--- src/sv/lcts_pkg.sv ---
// Shared constants for the load-cell tare and scale block.
// No dependencies; used by the channel interfaces and the core.
`default_nettype none

package lcts_pkg;

    // Field widths
    localparam int CODE_W  = 24;
    localparam int SUM_W   = 31;
    localparam int GAIN_W  = 19;
    localparam int ZLO_W   = 18;
    localparam int ZHI_W   = 17;
    localparam int SHOWN_W = 26;
    localparam int DIFF_W  = CODE_W + 1;
    localparam int PROD_W  = DIFF_W + GAIN_W;
    localparam int W_W     = PROD_W - 16;
    localparam int CFG_IDX_W = 2;

    localparam int TARE_SAMPLES_DEF = 100;

    // Configuration register indexes
    localparam logic [CFG_IDX_W-1:0] CFG_GAIN     = 2'd0;
    localparam logic [CFG_IDX_W-1:0] CFG_ZONE_LOW = 2'd1;
    localparam logic [CFG_IDX_W-1:0] CFG_ZONE_HI  = 2'd2;

    // Configuration reset values
    localparam logic signed [GAIN_W-1:0] GAIN_RST     = 19'sd14233;
    localparam logic signed [ZLO_W-1:0]  ZONE_LOW_RST = -18'sd500;
    localparam logic [ZHI_W-1:0]         ZONE_HI_RST  = 17'd200;

    // Rounding of the Q16 product
    localparam logic signed [PROD_W-1:0] ROUND_HALF = 44'sd32768;

    // Weight limits, hundredths of a gram
    localparam logic signed [W_W-1:0] KG_LIMIT = 28'sd100000;
    localparam logic signed [W_W-1:0] OUT_MIN  = -28'sd33554432;
    localparam logic signed [W_W-1:0] OUT_MAX  = 28'sd33554431;

    // Divide by 1000: floor(x * KG_RECIP / 2^KG_SHIFT) for x < 2^27
    localparam int KG_X_W   = 27;
    localparam int KG_RCP_W = 28;
    localparam int KG_SHIFT = 37;
    localparam int KG_Q_W   = KG_X_W + KG_RCP_W - KG_SHIFT;
    localparam logic [KG_X_W-1:0]   KG_BIAS  = 27'd500;
    localparam logic [KG_RCP_W-1:0] KG_RECIP = 28'd137438954;

endpackage : lcts_pkg

`default_nettype wire

--- src/sv/lcts_in_if.sv ---
// Input channel: one raw converter code per item, valid/ready handshake.
// Depends on lcts_pkg for the code width.
`default_nettype none

interface lcts_in_if;
    logic                         valid;
    logic                         ready;
    logic [lcts_pkg::CODE_W-1:0]  raw_code;

    modport source (output valid, output raw_code, input ready);
    modport sink   (input valid, input raw_code, output ready);
endinterface : lcts_in_if

`default_nettype wire

--- src/sv/lcts_out_if.sv ---
// Output channel: one weight result per item, valid/ready handshake.
// Depends on lcts_pkg for the value width.
`default_nettype none

interface lcts_out_if;
    logic                                valid;
    logic                                ready;
    logic                                calibrating;
    logic signed [lcts_pkg::SHOWN_W-1:0] shown_value;
    logic                                in_kilograms;
    logic                                zero_forced;
    logic                                saturated;

    modport source (output valid, output calibrating, output shown_value,
                    output in_kilograms, output zero_forced, output saturated,
                    input ready);
    modport sink   (input valid, input calibrating, input shown_value,
                    input in_kilograms, input zero_forced, input saturated,
                    output ready);
endinterface : lcts_out_if

`default_nettype wire

--- src/sv/load_cell_tare_and_scale_core.sv ---
// Load-cell tare and scale core: four-stage pipeline, one item per cycle unless stalled.
// Depends on lcts_pkg, lcts_in_if and lcts_out_if.
//
// Each raw code has its sign bit flipped to offset binary. The first
// TARE_SAMPLES items after reset are summed and report calibrating with all
// other fields zero; the floor average of that sum becomes the tare in the
// cycle after the last of them is taken. Later items give
// round((code - tare) * gain_q16 / 65536) in hundredths of a gram, forced to
// zero inside the open zero band, shown in hundredths of a kilogram from
// 1000 g up, and saturated to 26 bits otherwise. The block takes one item per
// cycle unless the output stalls; each item goes from the input register
// through gain multiply, rounding, then kilogram divide into the output
// register. Each stage holds only while the one after it is full and
// stalled, so input keeps flowing while the output waits until the pipeline
// fills up. There is no clearing pass after reset.
`default_nettype none

module load_cell_tare_and_scale_core #(
    parameter int TARE_SAMPLES = lcts_pkg::TARE_SAMPLES_DEF
) (
    input  wire logic                             i_clk,
    input  wire logic                             i_rst_n,
    input  wire logic                             i_cfg_we,
    input  wire logic [lcts_pkg::CFG_IDX_W-1:0]   i_cfg_index,
    input  wire logic [lcts_pkg::GAIN_W-1:0]      i_cfg_data,
    lcts_in_if.sink                               i_in,
    lcts_out_if.source                            o_out
);

    localparam int CNT_W     = $clog2(TARE_SAMPLES + 1);
    localparam logic [CNT_W-1:0] CNT_LAST = CNT_W'(TARE_SAMPLES - 1);
    // floor(sum / TARE_SAMPLES) = floor(sum * TARE_RECIP / 2^TARE_SHIFT)
    localparam int TARE_SHIFT = lcts_pkg::SUM_W + $clog2(TARE_SAMPLES);
    localparam logic [63:0] TARE_RECIP_L =
        ((64'd1 << TARE_SHIFT) + 64'(TARE_SAMPLES) - 64'd1) / 64'(TARE_SAMPLES);
    localparam int RCP_W = 32;
    localparam logic [RCP_W-1:0] TARE_RECIP = TARE_RECIP_L[RCP_W-1:0];
    localparam int TPROD_W = lcts_pkg::SUM_W + RCP_W;

    localparam int CW  = lcts_pkg::CODE_W;
    localparam int DW  = lcts_pkg::DIFF_W;
    localparam int GW  = lcts_pkg::GAIN_W;
    localparam int PW  = lcts_pkg::PROD_W;
    localparam int WW  = lcts_pkg::W_W;
    localparam int SW  = lcts_pkg::SHOWN_W;
    localparam int XW  = lcts_pkg::KG_X_W;
    localparam int RW  = lcts_pkg::KG_RCP_W;
    localparam int QW  = lcts_pkg::KG_Q_W;

    // Configuration
    logic signed [GW-1:0]                 r_gain;
    logic signed [lcts_pkg::ZLO_W-1:0]    r_zone_low;
    logic [lcts_pkg::ZHI_W-1:0]           r_zone_hi;

    // Tare state
    logic [lcts_pkg::SUM_W-1:0] r_sum;
    logic [CNT_W-1:0]           r_count;
    logic [CW-1:0]              r_tare;
    logic                       r_done;
    logic                       r_pend;

    // Pipeline registers
    logic                  r_a_valid, r_b_valid, r_c_valid, r_o_valid;
    logic                  r_a_cal, r_b_cal, r_c_cal;
    logic [CW-1:0]         r_a_code;
    logic signed [PW-1:0]  r_b_prod;
    logic signed [WW-1:0]  r_c_w;
    logic [XW-1:0]         r_c_wk;
    logic                  r_o_cal, r_o_kg, r_o_zf, r_o_sat;
    logic signed [SW-1:0]  r_o_shown;

    logic                  load_a, load_b, load_c, load_o, in_acc;
    logic [CW-1:0]         flip_code;
    logic [TPROD_W-1:0]    tare_prod;
    logic signed [DW-1:0]  b_diff;
    logic signed [PW-1:0]  n_b_prod;
    logic signed [PW-1:0]  c_sum;
    logic signed [WW-1:0]  n_c_w;
    logic [XW-1:0]         n_c_wk;
    logic signed [WW-1:0]  zone_lo_x, zone_hi_x;
    logic [XW+RW-1:0]      kg_prod;
    logic                  n_o_cal, n_o_kg, n_o_zf, n_o_sat;
    logic signed [SW-1:0]  n_o_shown;

    // Each stage advances when empty or when the next one advances
    assign load_o = !r_o_valid || o_out.ready;
    assign load_c = !r_c_valid || load_o;
    assign load_b = !r_b_valid || load_c;
    assign load_a = !r_a_valid || load_b;
    assign i_in.ready = load_a;
    assign in_acc = i_in.valid && load_a;

    assign flip_code = {~i_in.raw_code[CW-1], i_in.raw_code[CW-2:0]};
    assign tare_prod = {{RCP_W{1'b0}}, r_sum} * {{lcts_pkg::SUM_W{1'b0}}, TARE_RECIP};

    // Stage B: offset and gain
    assign b_diff   = $signed({1'b0, r_a_code}) - $signed({1'b0, r_tare});
    assign n_b_prod = $signed({{(PW-DW){b_diff[DW-1]}}, b_diff}
                              * {{(PW-GW){r_gain[GW-1]}}, r_gain});

    // Stage C: round to nearest, floor shift by 16
    assign c_sum  = r_b_prod + lcts_pkg::ROUND_HALF;
    assign n_c_w  = c_sum[PW-1:16];
    assign n_c_wk = n_c_w[XW-1:0] + lcts_pkg::KG_BIAS;

    // Stage O: zero band, kilogram divide, saturation
    assign zone_lo_x = {{(WW-lcts_pkg::ZLO_W){r_zone_low[lcts_pkg::ZLO_W-1]}}, r_zone_low};
    assign zone_hi_x = {{(WW-lcts_pkg::ZHI_W){1'b0}}, r_zone_hi};
    assign kg_prod   = {{RW{1'b0}}, r_c_wk} * {{XW{1'b0}}, lcts_pkg::KG_RECIP};

    always_comb begin
        n_o_cal   = r_c_cal;
        n_o_kg    = 1'b0;
        n_o_zf    = 1'b0;
        n_o_sat   = 1'b0;
        n_o_shown = '0;
        if (!r_c_cal) begin
            if ((r_c_w > zone_lo_x) && (r_c_w < zone_hi_x)) begin
                n_o_zf = 1'b1;
            end else if (r_c_w >= lcts_pkg::KG_LIMIT) begin
                n_o_kg    = 1'b1;
                n_o_shown = $signed({{(SW-QW){1'b0}},
                                     kg_prod[lcts_pkg::KG_SHIFT +: QW]});
            end else if (r_c_w < lcts_pkg::OUT_MIN) begin
                n_o_sat   = 1'b1;
                n_o_shown = lcts_pkg::OUT_MIN[SW-1:0];
            end else if (r_c_w > lcts_pkg::OUT_MAX) begin
                n_o_sat   = 1'b1;
                n_o_shown = lcts_pkg::OUT_MAX[SW-1:0];
            end else begin
                n_o_shown = r_c_w[SW-1:0];
            end
        end
    end

    // Configuration writes; unknown indexes drop
    always_ff @(posedge i_clk) begin
        if (!i_rst_n) begin
            r_gain     <= lcts_pkg::GAIN_RST;
            r_zone_low <= lcts_pkg::ZONE_LOW_RST;
            r_zone_hi  <= lcts_pkg::ZONE_HI_RST;
        end else if (i_cfg_we) begin
            case (i_cfg_index)
                lcts_pkg::CFG_GAIN:     r_gain     <= i_cfg_data;
                lcts_pkg::CFG_ZONE_LOW: r_zone_low <= i_cfg_data[lcts_pkg::ZLO_W-1:0];
                lcts_pkg::CFG_ZONE_HI:  r_zone_hi  <= i_cfg_data[lcts_pkg::ZHI_W-1:0];
                default: ;
            endcase
        end
    end

    // Tare accumulation; the average lands in the cycle after the last sample
    always_ff @(posedge i_clk) begin
        if (!i_rst_n) begin
            r_sum   <= '0;
            r_count <= '0;
            r_tare  <= '0;
            r_done  <= 1'b0;
            r_pend  <= 1'b0;
        end else begin
            if (in_acc && !r_done) begin
                r_sum   <= r_sum + {{(lcts_pkg::SUM_W-CW){1'b0}}, flip_code};
                r_count <= r_count + 1'b1;
                if (r_count == CNT_LAST) begin
                    r_done <= 1'b1;
                    r_pend <= 1'b1;
                end
            end
            if (r_pend) begin
                r_tare <= tare_prod[TARE_SHIFT +: CW];
                r_pend <= 1'b0;
            end
        end
    end

    // Pipeline valids
    always_ff @(posedge i_clk) begin
        if (!i_rst_n) begin
            r_a_valid <= 1'b0;
            r_b_valid <= 1'b0;
            r_c_valid <= 1'b0;
            r_o_valid <= 1'b0;
        end else begin
            if (load_a) r_a_valid <= i_in.valid;
            if (load_b) r_b_valid <= r_a_valid;
            if (load_c) r_c_valid <= r_b_valid;
            if (load_o) r_o_valid <= r_c_valid;
        end
    end

    // Pipeline payload
    always_ff @(posedge i_clk) begin
        if (load_a) begin
            r_a_code <= flip_code;
            r_a_cal  <= !r_done;
        end
        if (load_b) begin
            r_b_prod <= n_b_prod;
            r_b_cal  <= r_a_cal;
        end
        if (load_c) begin
            r_c_w   <= n_c_w;
            r_c_wk  <= n_c_wk;
            r_c_cal <= r_b_cal;
        end
        if (load_o) begin
            r_o_cal   <= n_o_cal;
            r_o_kg    <= n_o_kg;
            r_o_zf    <= n_o_zf;
            r_o_sat   <= n_o_sat;
            r_o_shown <= n_o_shown;
        end
    end

    assign o_out.valid        = r_o_valid;
    assign o_out.calibrating  = r_o_cal;
    assign o_out.shown_value  = r_o_shown;
    assign o_out.in_kilograms = r_o_kg;
    assign o_out.zero_forced  = r_o_zf;
    assign o_out.saturated    = r_o_sat;

endmodule : load_cell_tare_and_scale_core

`default_nettype wire

--- src/flat_wrapper.sv ---
// flat-port wrapper written by rule: the top's interface ports become plain ports
module load_cell_tare_and_scale_core_flat 
#(
    parameter int TARE_SAMPLES = lcts_pkg::TARE_SAMPLES_DEF
)
  (i_clk, i_rst_n, i_cfg_we, i_cfg_index, i_cfg_data, i_in_valid, i_in_raw_code, i_in_ready, o_out_valid, o_out_calibrating, o_out_shown_value, o_out_in_kilograms, o_out_zero_forced, o_out_saturated, o_out_ready);
  lcts_in_if i_in_i ();
  lcts_out_if o_out_i ();
  input  wire logic i_clk;
  input  wire logic i_rst_n;
  input  wire logic i_cfg_we;
  input  wire logic [lcts_pkg::CFG_IDX_W-1:0] i_cfg_index;
  input  wire logic [lcts_pkg::GAIN_W-1:0] i_cfg_data;
  input wire logic [$bits(i_in_i.valid)-1:0] i_in_valid;
  input wire logic [$bits(i_in_i.raw_code)-1:0] i_in_raw_code;
  output wire logic [$bits(i_in_i.ready)-1:0] i_in_ready;
  output wire logic [$bits(o_out_i.valid)-1:0] o_out_valid;
  output wire logic [$bits(o_out_i.calibrating)-1:0] o_out_calibrating;
  output wire logic [$bits(o_out_i.shown_value)-1:0] o_out_shown_value;
  output wire logic [$bits(o_out_i.in_kilograms)-1:0] o_out_in_kilograms;
  output wire logic [$bits(o_out_i.zero_forced)-1:0] o_out_zero_forced;
  output wire logic [$bits(o_out_i.saturated)-1:0] o_out_saturated;
  input wire logic [$bits(o_out_i.ready)-1:0] o_out_ready;
  assign i_in_i.valid = i_in_valid;
  assign i_in_i.raw_code = i_in_raw_code;
  assign i_in_ready = i_in_i.ready;
  assign o_out_valid = o_out_i.valid;
  assign o_out_calibrating = o_out_i.calibrating;
  assign o_out_shown_value = o_out_i.shown_value;
  assign o_out_in_kilograms = o_out_i.in_kilograms;
  assign o_out_zero_forced = o_out_i.zero_forced;
  assign o_out_saturated = o_out_i.saturated;
  assign o_out_i.ready = o_out_ready;
  load_cell_tare_and_scale_core #(.TARE_SAMPLES(TARE_SAMPLES)) u_core (.i_clk(i_clk), .i_rst_n(i_rst_n), .i_cfg_we(i_cfg_we), .i_cfg_index(i_cfg_index), .i_cfg_data(i_cfg_data), .i_in(i_in_i), .o_out(o_out_i));
endmodule
--- config.mk ---
export PLATFORM = sky130hd
export DESIGN_NAME = load_cell_tare_and_scale_core_flat
export DESIGN_NICKNAME = d
export VERILOG_FILES = /design/src/sv/lcts_pkg.sv /design/src/sv/lcts_in_if.sv /design/src/sv/lcts_out_if.sv /design/src/sv/load_cell_tare_and_scale_core.sv /design/src/flat_wrapper.sv
export SDC_FILE = /design/constraint.sdc
export NUM_CORES = 2
export LEC_CHECK = 0
export ABC_AREA = 1
export ABC_CLOCK_PERIOD_IN_PS = 7650
export BUFFER_PORTS_ARGS = -buffer_cell sky130_fd_sc_hd__buf_2
export CAP_MARGIN = 20
export CORE_UTILIZATION = 55
export CTS_CLUSTER_SIZE = 30
export DETAILED_ROUTE_END_ITERATION = 8
export PLACE_DENSITY = 0.74
export SLEW_MARGIN = 20
export SYNTH_ARGS = -nofsm -noshare
export SYNTH_HDL_FRONTEND = slang
export SYNTH_SLANG_ARGS = --single-unit
--- constraint.sdc ---
create_clock -name i_clk -period 7.65 [get_ports i_clk]
set_input_delay 1.53 -clock i_clk [delete_from_list [all_inputs] [get_ports i_clk]]
set_output_delay 1.53 -clock i_clk [all_outputs]
set_load 0.01 [all_outputs]
Yosys cells after proc, flatten, opt, wreduce, memory -nomap -nowiden
Index checks and enable logic that the tools add are counted.
{"block": "word_totals", "regBits": 278, "out_inout_bits": 32, "elab_cells": 74}
{"block": "op_classes", "addsub": 5, "n_mul": 3, "magnitude_cmp": 5, "n_eq_ne": 3, "mux": 8, "bitwise": 3, "n_reduce_logical": 21}
{"cell": "31-bit by 31-bit multiplier with 61-bit output, second input constant", "count": 1}
{"cell": "27-bit by 27-bit multiplier with 54-bit output, second input constant", "count": 1}
{"cell": "26-bit 2-to-1 mux", "count": 2}
{"cell": "44-bit by 17-bit adder with 44-bit output, second input constant", "count": 1}
{"cell": "25-bit by 19-bit multiplier with 44-bit output", "count": 1}
{"cell": "31-bit by 24-bit adder with 31-bit output", "count": 1}
{"cell": "28-bit by 18-bit >= comparator with 1-bit output, second input constant", "count": 1}
{"cell": "28-bit by 18-bit greater-than comparator with 1-bit output", "count": 1}
{"cell": "28-bit by 26-bit greater-than comparator with 1-bit output, second input constant", "count": 1}
{"cell": "28-bit by 18-bit less-than comparator with 1-bit output", "count": 1}
{"cell": "28-bit by 26-bit less-than comparator with 1-bit output, second input constant", "count": 1}
{"cell": "27-bit by 9-bit adder with 27-bit output, second input constant", "count": 1}
{"cell": "24-bit by 24-bit subtractor with 25-bit output", "count": 1}
{"cell": "18-bit 2-to-1 mux", "count": 1}
{"cell": "2-bit AND reduction", "count": 4}
{"cell": "7-bit by 1-bit adder with 7-bit output, second input constant", "count": 1}
{"cell": "7-bit == test, second input constant", "count": 1}
{"cell": "3-bit OR reduction", "count": 2}
{"cell": "1-bit logical NOT", "count": 5}
{"cell": "1-bit 2-to-1 mux", "count": 5}
{"cell": "1-bit logical OR", "count": 4}
{"cell": "4-bit OR reduction", "count": 1}
{"cell": "1-bit logical AND", "count": 3}
{"cell": "1-bit NOT", "count": 3}
{"cell": "4 further kinds", "count": 4}

Depth between registers and ports, before layout
{"block": "depth", "word_depth": 9, "mapped_depth": 39}

Worst setup path before layout
Ideal clock, no wire load.
{"block": "synth_path", "path_type": "flip-flop to flip-flop", "startpoint": "register u_core.r_a_code[0]", "endpoint": "register u_core.r_b_prod[38], data pin", "setup_time_ns": 0.265, "arrival_time_ns": 7.136, "t_required_ns": 7.385, "slack_ns": 0.249, "path_stages_with_launch": 34, "n_path_buf": 1, "period_less_slack_ns": 7.401, "path_cell_list": "edfxtp_1 inv_1 ha_1 fa_1 nand3b_1 nand2_1 inv_1 nor2_1 nor2_1 o21ai_2 nand3_1 nand3_1 buf_2 nor2_1 fa_1 fa_1 inv_1 fa_1 inv_1 fa_1 inv_1 fa_1 inv_1 fa_1 ha_1 ha_1 nand2_1 nor2_1 inv_1 nor2_1 and3_1 nand2_1 o211ai_1 xor2_1"}
{"block": "synth_via", "elab_chain_len": 2}
{"element": "start: declaration", "line_no": "load_cell_tare_and_scale_core.sv:65", "source": "logic [CW-1:0] r_a_code;"}
{"element": "start signal: assignment", "line_no": "load_cell_tare_and_scale_core.sv:194", "source": "r_a_code <= flip_code;"}
{"element": "24-bit by 24-bit subtractor with 25-bit output", "line_no": "load_cell_tare_and_scale_core.sv:97", "source": "assign b_diff = $signed({1'b0, r_a_code}) - $signed({1'b0, r_tare});"}
{"element": "25-bit by 19-bit multiplier with 44-bit output", "line_no": "load_cell_tare_and_scale_core.sv:99", "source": "* {{(PW-GW){r_gain[GW-1]}}, r_gain});"}
{"element": "via u_core.n_b_prod[38]", "line_no": "load_cell_tare_and_scale_core.sv:76", "source": "logic signed [PW-1:0] n_b_prod;"}
{"element": "end signal: assignment", "line_no": "load_cell_tare_and_scale_core.sv:198", "source": "r_b_prod <= n_b_prod;"}
{"element": "end: declaration", "line_no": "load_cell_tare_and_scale_core.sv:66", "source": "logic signed [PW-1:0] r_b_prod;"}
The timed path passes the listed nets, and every way through them passes these cells.
A chain may end at the register's enable or synchronous reset.

Worst setup path in the final report
{"block": "layout_path", "startpoint": "register u_core.r_a_code[0]", "endpoint": "register u_core.r_b_prod[41], data pin"}
Same word-level chain as after synthesis.

==> impl_metrics.json <==
{
  "clock.fmax_ghz": 0.1312,
  "first_pass_iters": 9,
  "dieArea_um2": 112000,
  "first_global_vias": 53170,
  "r2r_slack_ns": 0.03,
  "clk_path_buf_depth": 3,
  "hp-class": "flop to flop",
  "regArea_um2": 6616,
  "clock_skew_ns": 0.02619,
  "synth_nets": 9328,
  "cts_root_buf": "clkbuf_16",
  "cts_tree": "built",
  "synthMuxAreaShare": 0,
  "synth_cells": 7324,
  "postCtsHoldBufs": 0,
  "drc": 0,
  "yosysWarnings": 0,
  "antenna_left": 0,
  "async_flop_share": 0,
  "cts_buffers": 34,
  "synth_edf_count": 139,
  "clk_latency_ns": 0.59,
  "cp_max_fo": 5,
  "fillers": 9528,
  "fp.dieH_um": 334.7,
  "die-width_um": 334.7,
  "grt-ovfl-total": 0,
  "syn2layout_area_growth_pct": 10.65,
  "cp_slowest_stage_delay_ns": 0.60,
  "yosys.area_share.simple": 0.1477,
  "multi_input_area_um2": 47560,
  "ys_types": 50,
  "fin_util": 0.6161,
  "ys_seq_elements": 261,
  "maxSlewViolCount": 0,
  "cts_num_sinks": 261,
  "synth_top_family_by_area": "adder cells",
  "holdWs_ns": 0.4371,
  "crit_path_end_kind": "flop",
  "final_nets": 9623,
  "htreeDepth": 2,
  "coreArea_um2": 109300,
  "worst-setup-path-type": "flop to flop",
  "critical_path_required_ns": 8.08,
  "cp.arrival_ns": 8.05,
  "initial_core_util": 0.5568,
  "hold_violations": 0,
  "met2WireLength_mm": 86.27,
  "synth.avg_cell_area_um2": 8.311,
  "vias": 50510,
  "period_share": 0.9967,
  "grt_max_degree": 54,
  "synthAdderAreaFrac": 0.5338,
  "io_pins": 82,
  "finalWeightedCongestion": 1.038,
  "drt-vias-per-instance": 5.536,
  "synth_ff_type": "edfxtp_1",
  "slew_headroom": 0.3338,
  "setup-violations-final": 0,
  "port_buffers": 81,
  "highest_layer": "met5",
  "dp_hpwl_mm": 168.2,
  "critPathLaunchType": "flop",
  "netlist_area_um2": 60870,
  "ys_seq_area_frac": 0.1087,
  "cap_violations": 0,
  "setup_tns_ns": 0,
  "drt_wl_total_mm": 195.9,
  "status": "finished, final reports clean",
  "drtIter0Drc": 4804,
  "grt.total_usage": 0.3576,
  "fin_crit_ns": 7.625,
  "drive_gt1_frac": 0.09274,
  "synthXorXnorAreaFrac": 0.01505,
  "antenna_found_initial": 10,
  "synth_compound_area_frac": 0.06533,
  "grt_pass1_wl_mm": 302.4,
  "cpMaxStageDelayCell": "fa_2",
  "row_count": 121,
  "wl_met3_mm": 20.98,
  "met1_length_mm": 78.55,
  "wire_per_inst_um": 21.47,
  "worst_slew_pin_slew_ns": 0.9981,
  "clk_pin_slew_worst_paths_ns": 0.07,
  "rsz0062_at_grt": "yes"
}
[critical path, delay by kind of cell, from the launching register on]
kind / cells / cell delay [ns]
fa+ha+maj: 10 / 4.36
buf+inv: 9 / 0.64
flops: 1 / 0.33
xor+xnor: 1 / 0.17
compound gates: 2 / 0.33
simple gates: 15 / 1.60
[state kept, by name, summed over array words and instances, names as in the netlist, 7 cells and up]
name	count
u_core.r_tare	24
u_core.o_out.shown_value	26
u_core.r_sum	31
u_core.r_gain	19
u_core.r_count	7
u_core.r_c_w	26
u_core.r_a_code	24
u_core.r_zone_low	18
u_core.r_c_wk	27
u_core.r_b_prod	29
u_core.r_zone_hi	17
[logic make-up (layout without fill, tap and decap cells)]
group,Yosys count,after routing
compound gates,733,733
buf+inv,2092,2413
xor+xnor,93,93
flops,261,261
simple gates,2191,2191
fa+ha+maj,1954,1954
other cells,0,2
[final timing paths]
check	start	end	cells past startpoint
max	u_core.r_a_code[0]	u_core.r_b_prod[41]	37
min	u_core.r_a_cal	u_core.r_b_cal	0
max reg2reg	u_core.r_a_code[0]	u_core.r_b_prod[41]	37
min reg2reg	u_core.r_a_cal	u_core.r_b_cal	0
[cell type report]
cell class | count | share of cell area
repair buffers | 355 | 0.03924
clock inverters | 25 | 0.004514
clock buffers | 37 | 0.01295
flip-flops and latches | 261 | 0.09824
multi-input cells | 4971 | 0.7061
inverters | 1996 | 0.1114
well taps | 1476 | 0.02742
diodes | 2 | 0.00007431
[per-stage QoR]
step	cells	instance area, um^2	worst slack [ns]
final	9123	67350	0.02545
after global routing	9122	67350	-0.2569
after CTS	9095	65980	-0.02611
after detailed placement	9030	64690	-0.1580
after global placement	9030	64690	-0.1606
after floorplan	7324	60870	0.2490
[Yosys cell counts (13+ instances only)]
| cell | number | share of area |
|---|---|---|
| o211ai_1 | 40 | 0.0049 |
| edfxtp_1 | 139 | 0.069 |
| inv_1 | 1976 | 0.12 |
| o21ai_0 | 253 | 0.021 |
| a21oi_1 | 358 | 0.029 |
| ha_1 | 883 | 0.18 |
| fa_1 | 1071 | 0.35 |
| dfxtp_1 | 122 | 0.040 |
| xnor2_1 | 27 | 0.0039 |
| nand3_1 | 215 | 0.018 |
| nor2_1 | 642 | 0.040 |
| nand2_1 | 1124 | 0.069 |
| nand2_2 | 16 | 0.0016 |
| nor2_2 | 13 | 0.0013 |
| nor4_1 | 16 | 0.0016 |
| nand4_1 | 55 | 0.0057 |
| nor3_1 | 63 | 0.0052 |
| xor2_1 | 57 | 0.0082 |
| clkbuf_1 | 81 | 0.0050 |
| o21bai_1 | 21 | 0.0026 |
| a21o_1 | 21 | 0.0026 |
| or2_2 | 24 | 0.0025 |
[metal layers]
layer,up-vias,track usage
met5,-,0
met4,12,0.1556
met3,573,0.09229
met2,2511,0.5568
met1,24490,0.4714
li1,22920,-
[layout by cell type (no fill, tap or decap), types with 9 or more instances in the layout]
cell	count
buf_12	10
nand2_2	35
nand3_1	206
o21a_1	9
clkinv_1	9
nor2_2	41
o21ai_2	9
buf_4	253
nand3_2	13
nor3_1	59
buf_2	81
nand2_1	1097
clkbuf_16	35
xnor2_1	26
dfxtp_1	122
or2_2	24
inv_2	22
o21ai_1	17
edfxtp_1	139
o21ai_0	231
nor2_1	600
nor2_4	16
a21o_1	21
nand4_1	55
ha_4	34
buf_6	10
nor4_1	12
inv_1	1961
fa_1	1056
a21oi_1	325
o21bai_1	19
fa_2	15
ha_1	847
o211ai_1	40
xor2_1	55
a21oi_2	30
[timing repair]
| action | in CTS | in global routing |
|---|---|---|
| endpoints found under the hold margin | 0 | 0 |
| gates cloned | 0 | 1 |
| resized for setup | 19 | 264 |
| pin swaps | 2 | 63 |
| setup buffers | 3 | 26 |
| endpoints found under the setup margin | 16 | 29 |
Power is not shown: default switching activity piles up to over one toggle a cycle in this logic, so the estimate is an artifact.
